==> src/sv/cps_pkg.sv <==
// ----------------------------------------------------------------------------
// cps_pkg: shared constants, types and functions of the purity scorer
// Sizes of the contingency table, counter widths and the divider status type.
// ----------------------------------------------------------------------------
package cps_pkg;

  localparam int LABELS     = 16;
  localparam int COUNT_BITS = 16;

  localparam int LABEL_IN_W = 4;
  localparam int LBL_W      = (LABELS > 1) ? $clog2(LABELS) : 1;
  localparam int DEPTH      = LABELS * LABELS;
  localparam int ADDR_W     = $clog2(DEPTH);
  localparam int SUM_W      = COUNT_BITS + LBL_W;
  localparam int OUT_W      = 16;
  localparam int FRAC_BITS  = 16;
  localparam int PUR_W      = FRAC_BITS + 1;
  localparam int FRAC_CNT_W = $clog2(FRAC_BITS);
  localparam int OUT_MAX    = 65535;

  typedef struct packed {
    logic             done;
    logic [PUR_W-1:0] quot;
  } div_stat_t;

  function automatic logic [COUNT_BITS-1:0] sat_inc(input logic [COUNT_BITS-1:0] v);
    logic [COUNT_BITS-1:0] r;
    if (v == {COUNT_BITS{1'b1}}) begin
      r = v;
    end else begin
      r = v + COUNT_BITS'(1);
    end
    return r;
  endfunction

endpackage

==> src/sv/cps_div.sv <==
// ----------------------------------------------------------------------------
// cps_div: restoring divider for the purity fraction
// Produces floor(sum * 2^16 / total), one quotient bit per cycle, and
// saturates at 1.0 when the sum is not below the total.
// ----------------------------------------------------------------------------
module cps_div (
  input  logic                           clk_i,
  input  logic                           rst_ni,
  input  logic                           start_i,
  input  logic [cps_pkg::SUM_W-1:0]      sum_i,
  input  logic [cps_pkg::COUNT_BITS-1:0] total_i,
  output cps_pkg::div_stat_t             stat_o
);

  typedef enum logic {DV_IDLE, DV_RUN} state_e;

  state_e                              state_q;
  logic                                done_q;
  logic [cps_pkg::PUR_W-1:0]           quot_q;
  logic [cps_pkg::COUNT_BITS-1:0]      rem_q;
  logic [cps_pkg::COUNT_BITS-1:0]      total_q;
  logic [cps_pkg::FRAC_BITS-1:0]       bits_q;
  logic [cps_pkg::FRAC_CNT_W-1:0]      cnt_q;

  logic [cps_pkg::COUNT_BITS:0]        rem2;
  logic [cps_pkg::COUNT_BITS:0]        rem_sub;
  logic                                take;
  logic [cps_pkg::FRAC_BITS-1:0]       bits_d;

  always_comb begin
    rem2    = {rem_q, 1'b0};
    rem_sub = rem2 - {1'b0, total_q};
    take    = (rem2 >= {1'b0, total_q});
    bits_d  = {bits_q[cps_pkg::FRAC_BITS-2:0], take};
  end

  always_ff @(posedge clk_i or negedge rst_ni) begin
    if (!rst_ni) begin
      state_q <= DV_IDLE;
      done_q  <= 1'b0;
      cnt_q   <= '0;
    end else begin
      if (start_i) begin
        total_q <= total_i;
        bits_q  <= '0;
        cnt_q   <= '0;
        // A sum at or above the count means purity of at least one.
        if (sum_i >= cps_pkg::SUM_W'(total_i)) begin
          quot_q  <= {1'b1, {cps_pkg::FRAC_BITS{1'b0}}};
          done_q  <= 1'b1;
          state_q <= DV_IDLE;
        end else begin
          done_q  <= 1'b0;
          rem_q   <= cps_pkg::COUNT_BITS'(sum_i);
          state_q <= DV_RUN;
        end
      end else begin
        unique case (state_q)
          DV_IDLE: begin
          end
          DV_RUN: begin
            if (take) begin
              rem_q <= cps_pkg::COUNT_BITS'(rem_sub);
            end else begin
              rem_q <= cps_pkg::COUNT_BITS'(rem2);
            end
            bits_q <= bits_d;
            cnt_q  <= cnt_q + cps_pkg::FRAC_CNT_W'(1);
            if (cnt_q == cps_pkg::FRAC_CNT_W'(cps_pkg::FRAC_BITS - 1)) begin
              quot_q  <= {1'b0, bits_d};
              done_q  <= 1'b1;
              state_q <= DV_IDLE;
            end
          end
          default: state_q <= DV_IDLE;
        endcase
      end
    end
  end

  assign stat_o.done = done_q;
  assign stat_o.quot = quot_q;

endmodule

==> config.mk <==
export PLATFORM = sky130hd
export DESIGN_NAME = cps_div
export DESIGN_NICKNAME = d
export VERILOG_FILES = /design/src/sv/cps_pkg.sv /design/src/sv/cps_div.sv
export SDC_FILE = /design/constraint.sdc
export NUM_CORES = 1
export LEC_CHECK = 0
export BUFFER_PORTS_ARGS = -buffer_cell sky130_fd_sc_hd__buf_4
export CELL_PAD_IN_SITES_DETAIL_PLACEMENT = 0
export CELL_PAD_IN_SITES_GLOBAL_PLACEMENT = 1
export CORE_ASPECT_RATIO = 0.8
export CORE_MARGIN = 5
export CORE_UTILIZATION = 41
export CTS_CLUSTER_DIAMETER = 80
export DETAILED_ROUTE_END_ITERATION = 7
export PLACE_DENSITY_LB_ADDON = 0.1
export REMOVE_ABC_BUFFERS = 1
export SLEW_MARGIN = 10
export SYNTH_ARGS = -nofsm -noshare
export SYNTH_HDL_FRONTEND = slang
export SYNTH_SLANG_ARGS = --single-unit
==> constraint.sdc <==
create_clock -name clk_i -period 2.8 [get_ports clk_i]
set_clock_uncertainty 0.15 [all_clocks]
set_input_delay 0.14 -clock clk_i [delete_from_list [all_inputs] [get_ports clk_i]]
set_output_delay 0.14 -clock clk_i [all_outputs]
set_load 0.05 [all_outputs]
==> results.md <==
- The depth of the most critical reg-to-reg path is 8.
- The first global-routing pass estimated 14.9 mm of wire.
- Synthesis inferred 70 register bits.
- The via count of the first global-routing pass is 2960.
- The startpoint identified for the worst hold timing path is sum_i[10].
- The worst hold margin is 15.8 ps.
- The cell leakage power is 0.00221 µW.
- The startpoint identified for the worst register-to-register timing path is rem_q[9]$_DFFE_PP_.
- By area the synthesized netlist is led by edfxtp_1 (47%), ha_1 (10%), mux2_2 (3.9%).
- The number of cells on the critical path is 8.
- In this run the critical register-to-register path is captured at rem_q[4]$_DFFE_PP_.
- After synthesis, the mean cell area works out to 11.3 µm².
- Among all flip-flop cells after synthesis, the most frequent one is edfxtp_1.
- The share of the Yosys chip area taken by registers is 0.509.
- In the final layout, the share of cells above drive strength 1 is 0.231.
- The pre-antenna-repair detailed-routing pass consisted of 4 iterations.
- Post-CTS timing repair inserted 0 buffers for setup.
- The worst setup path is captured at a flip-flop.
- The buffer cell driving the clock tree root is clkbuf_16.
- The number of DRC markers in iteration 0 is 140.
- Prior to clock tree synthesis, the placed netlist has a worst setup slack of 142 ps.
- For flop-to-flop paths, the worst setup slack is 140 ps.
- Grouping stages by cell kind, the critical path spends the most delay in compound AO/OA/AOI/OAI gates.
- Derived from the worst setup path, the maximum achievable clock frequency is 376 MHz.
- The per-cell via count in the routed design is 4.97.
- The unique cell type count in the Yosys netlist is 59.
- After global routing the overflow that remains totals 0.
- Clock-pin slew was measured on the worst setup and hold paths at 60 ps.
- The H-tree was split into 3 levels.
- The total area inside the core boundary comes to 9690 µm².
- The number of buffer cells added on primary ports is 56.
- The die outline width is 121 µm.
- From synthesis to final layout, the design area changed by 26.1%.
- The relative slew slack is 0.647.
- Across the VDD grid, the largest voltage drop is 0.269 mV.
- The part of the cycle the worst path needs is 0.950.
- The number of antenna violations at the first check in global routing came to 0.
- The endpoint of the worst setup timing path is rem_q[4]$_DFFE_PP_.
- Of the post-synthesis cell area, the dominant cell type holds 0.472.
- The startpoint kind of the worst setup timing path is a flip-flop.
- The maximum fanout along the worst path is 16.
- At the pin with the least slew margin, the transition time is 530 ps.
- The largest single stage delay on the critical path is 400 ps.
- For this run, the total global-route usage over all layers was measured as 0.158.
- The height of the die is 99.1 µm.
- The summed negative setup slack over all endpoints is 0 ps.
- At the worst endpoint, the arrival time is 2590 ps.
- The total clock sinks is 70.
- Row generation in the floorplan step produced 32 rows.
- The max-slew violation count is 0.
- The synthesized netlist cell count is 360.
- The global routing usage on met1 is 0.235.
- Detailed placement finished with a half-perimeter wire length of 6.57 mm.
- Measured on the finished design, the core utilization comes to 0.530.
- The count of antenna-violating nets left after detailed routing is 0.
- The share of flip-flops with an asynchronous set or reset is 0.0857.
- After global routing, the most crowded layer is met1.
- The pin count of the biggest net entering global routing is 36.
- The die covers 12000 µm².
- TritonCTS created 9 clock buffers.
- Setup violations remaining at the end of the flow were counted as 0.
- The mean routed wirelength per cell is 15.2 µm.
- The critical path contains buffers and inverters numbering 0 combined.
- In this run, synthesis inferred 64 flip-flops with an integrated enable.
- The run finished with clean final reports.
- The maximum clock path buffer count is 2.
- The classification of the worst-slack hold path is in2reg.
- Traced cell by cell, the critical path runs through ha_1, a21o_1, nor3_2, o21ai_1, a31oi_2, o21a_4, a2111oi_2, a211o_1.
- The slowest library cell on the worst path is ha_1.
- The post-route DRC violation count is 0.
- In the global route stage, met2 resource usage came out at 0.228.
- For this run, the number of Yosys warnings is 0.
- The count of endpoints failing hold in the final timing report was 0.
- In the synthesized netlist, the cells that appear most often are edfxtp_1 (64), inv_1 (37), ha_1 (33).
- The global-route track usage on met3 is 0.0352.
- The final layout contains 518 nets.
- The worst-skew pair later-pin latency is 330 ps.
- Routability-driven placement finished with a final weighted congestion of 0.836.
- After layout, the worst setup slack is 141 ps.
- At the worst endpoint, the required time is 2730 ps.
- The tool flagged a number of max-cap violations equal to 0.
- The number of top-level pins is 57.
- The placed cell area is 4670 µm².
- The synthesized design spends more area on one cell type than any other, namely edfxtp_1.
- The worst setup path category is reg2reg.
- The synthesized netlist occupies a cell area of 4070 µm².
- The vias after detailed routing is 2910.
- In the post-synthesis netlist, the cell with the most instances is edfxtp_1.
- Power spread over the standard cell area amounts to 522 nW/µm².
- The number of antenna cells inserted is 0.
- The final layout contains routed wiring with a total length of 8.92 mm.
- The time the worst path needs with I/O delays and setup is 2660 ps.
- The launching instance or port of the critical path is rem_q[9]$_DFFE_PP_.
- For this configuration, the core starts out at a cell density of 0.420.
- Setup repair after global routing left no endpoint under its margin.
- The final design area excluding fillers is 5130 µm².
- The CTS tree is yes.
-- layout make-up --
type	instances	area [µm²]
well taps	136	170
multi-input cells	242	1810
clock inverters	4	25.0
clock buffers	12	236
flip-flops and latches	70	2070
fillers	906	4560
repair buffers	84	678
inverters	38	143
-- cell usage in the layout, fill, tap and decap left out, types with 3 or more instances in the layout --
| master | n |
|---|---|
| a31oi_1 | 12 |
| inv_1 | 37 |
| o21ai_0 | 7 |
| o21a_1 | 5 |
| xor2_1 | 4 |
| mux2_2 | 14 |
| a21oi_1 | 17 |
| nor2b_1 | 18 |
| and3_1 | 5 |
| ha_1 | 33 |
| dlygate4sd3_1 | 19 |
| buf_4 | 65 |
| edfxtp_1 | 64 |
| a21o_1 | 11 |
| dfrtp_1 | 6 |
| nor2_1 | 21 |
| o31ai_1 | 3 |
| nand3_1 | 3 |
| nand2_1 | 30 |
| clkbuf_16 | 9 |
| xnor2_1 | 10 |
| clkbuf_1 | 3 |
| nand4_1 | 6 |
| nor3_1 | 3 |
-- worst min-delay path by stage --
| stage | to | slack [ps] | cells past startpoint |
|---|---|---|---|
| 2_1_floorplan | cnt_q[0]$_DFFE_PN0N_ | -310 | 0 |
| 3_3_place_gp | state_q$_DFF_PN0_ | -100 | 1 |
| 3_5_place_dp | state_q$_DFF_PN0_ | -100 | 1 |
| 4_1_cts | rem_q[8]$_DFFE_PP_ | 10 | 3 |
| 5_1_grt | rem_q[5]$_DFFE_PP_ | 20 | 3 |
| 6_report | rem_q[10]$_DFFE_PP_ | 20 | 3 |
-- metal layers --
layer,wire [µm],vias to the layer above
met5,0,-
met1,4510,1344
met4,136,0
met2,3760,68
met3,516,9
li1,-,1489
-- stage by stage --
step,total power [µW],std cells
after floorplan,1500,350
after global placement,1660,551
after global routing,2800,586
after detailed placement,1660,551
after CTS,2700,586
final,2680,586
-- logic make-up after synthesis --
group,synth area share
simple gates,0.119
compound gates,0.145
flops,0.509
buf+inv,0.0489
fa+ha+maj,0.106
mux,0.0412
xor+xnor,0.0301
-- state kept, by name (all words and copies together), names as in the netlist --
name / flops
quot_q: 17
state_q: 1
rem_q: 16
total_q: 16
bits_q: 15
cnt_q: 4
done_q: 1
-- worst reg2reg max path: stages, from the launching register on --
cell	delay (ps)
edfxtp_1	390
ha_1	400
a21o_1	230
nor3_2	190
o21ai_1	130
a31oi_2	240
o21a_4	330
a2111oi_2	70
a211o_1	280
-- where the power goes --
group	total [µW]	leakage [µW]	internal (µW)	switching [µW]
Sequential	1210	0.000689	1200	14.7
Combinational	444	0.00139	197	246
Clock	1020	0.000123	597	425
Total	2680	0.00221	1990	686
-- what timing repair did --
item	CTS	global route
resized for setup	0	3
hold buffers	19	0
endpoints found under the setup margin	0	34
hold endpoints to repair	24	0
No activity file was read; power rests on OpenSTA's default activity.
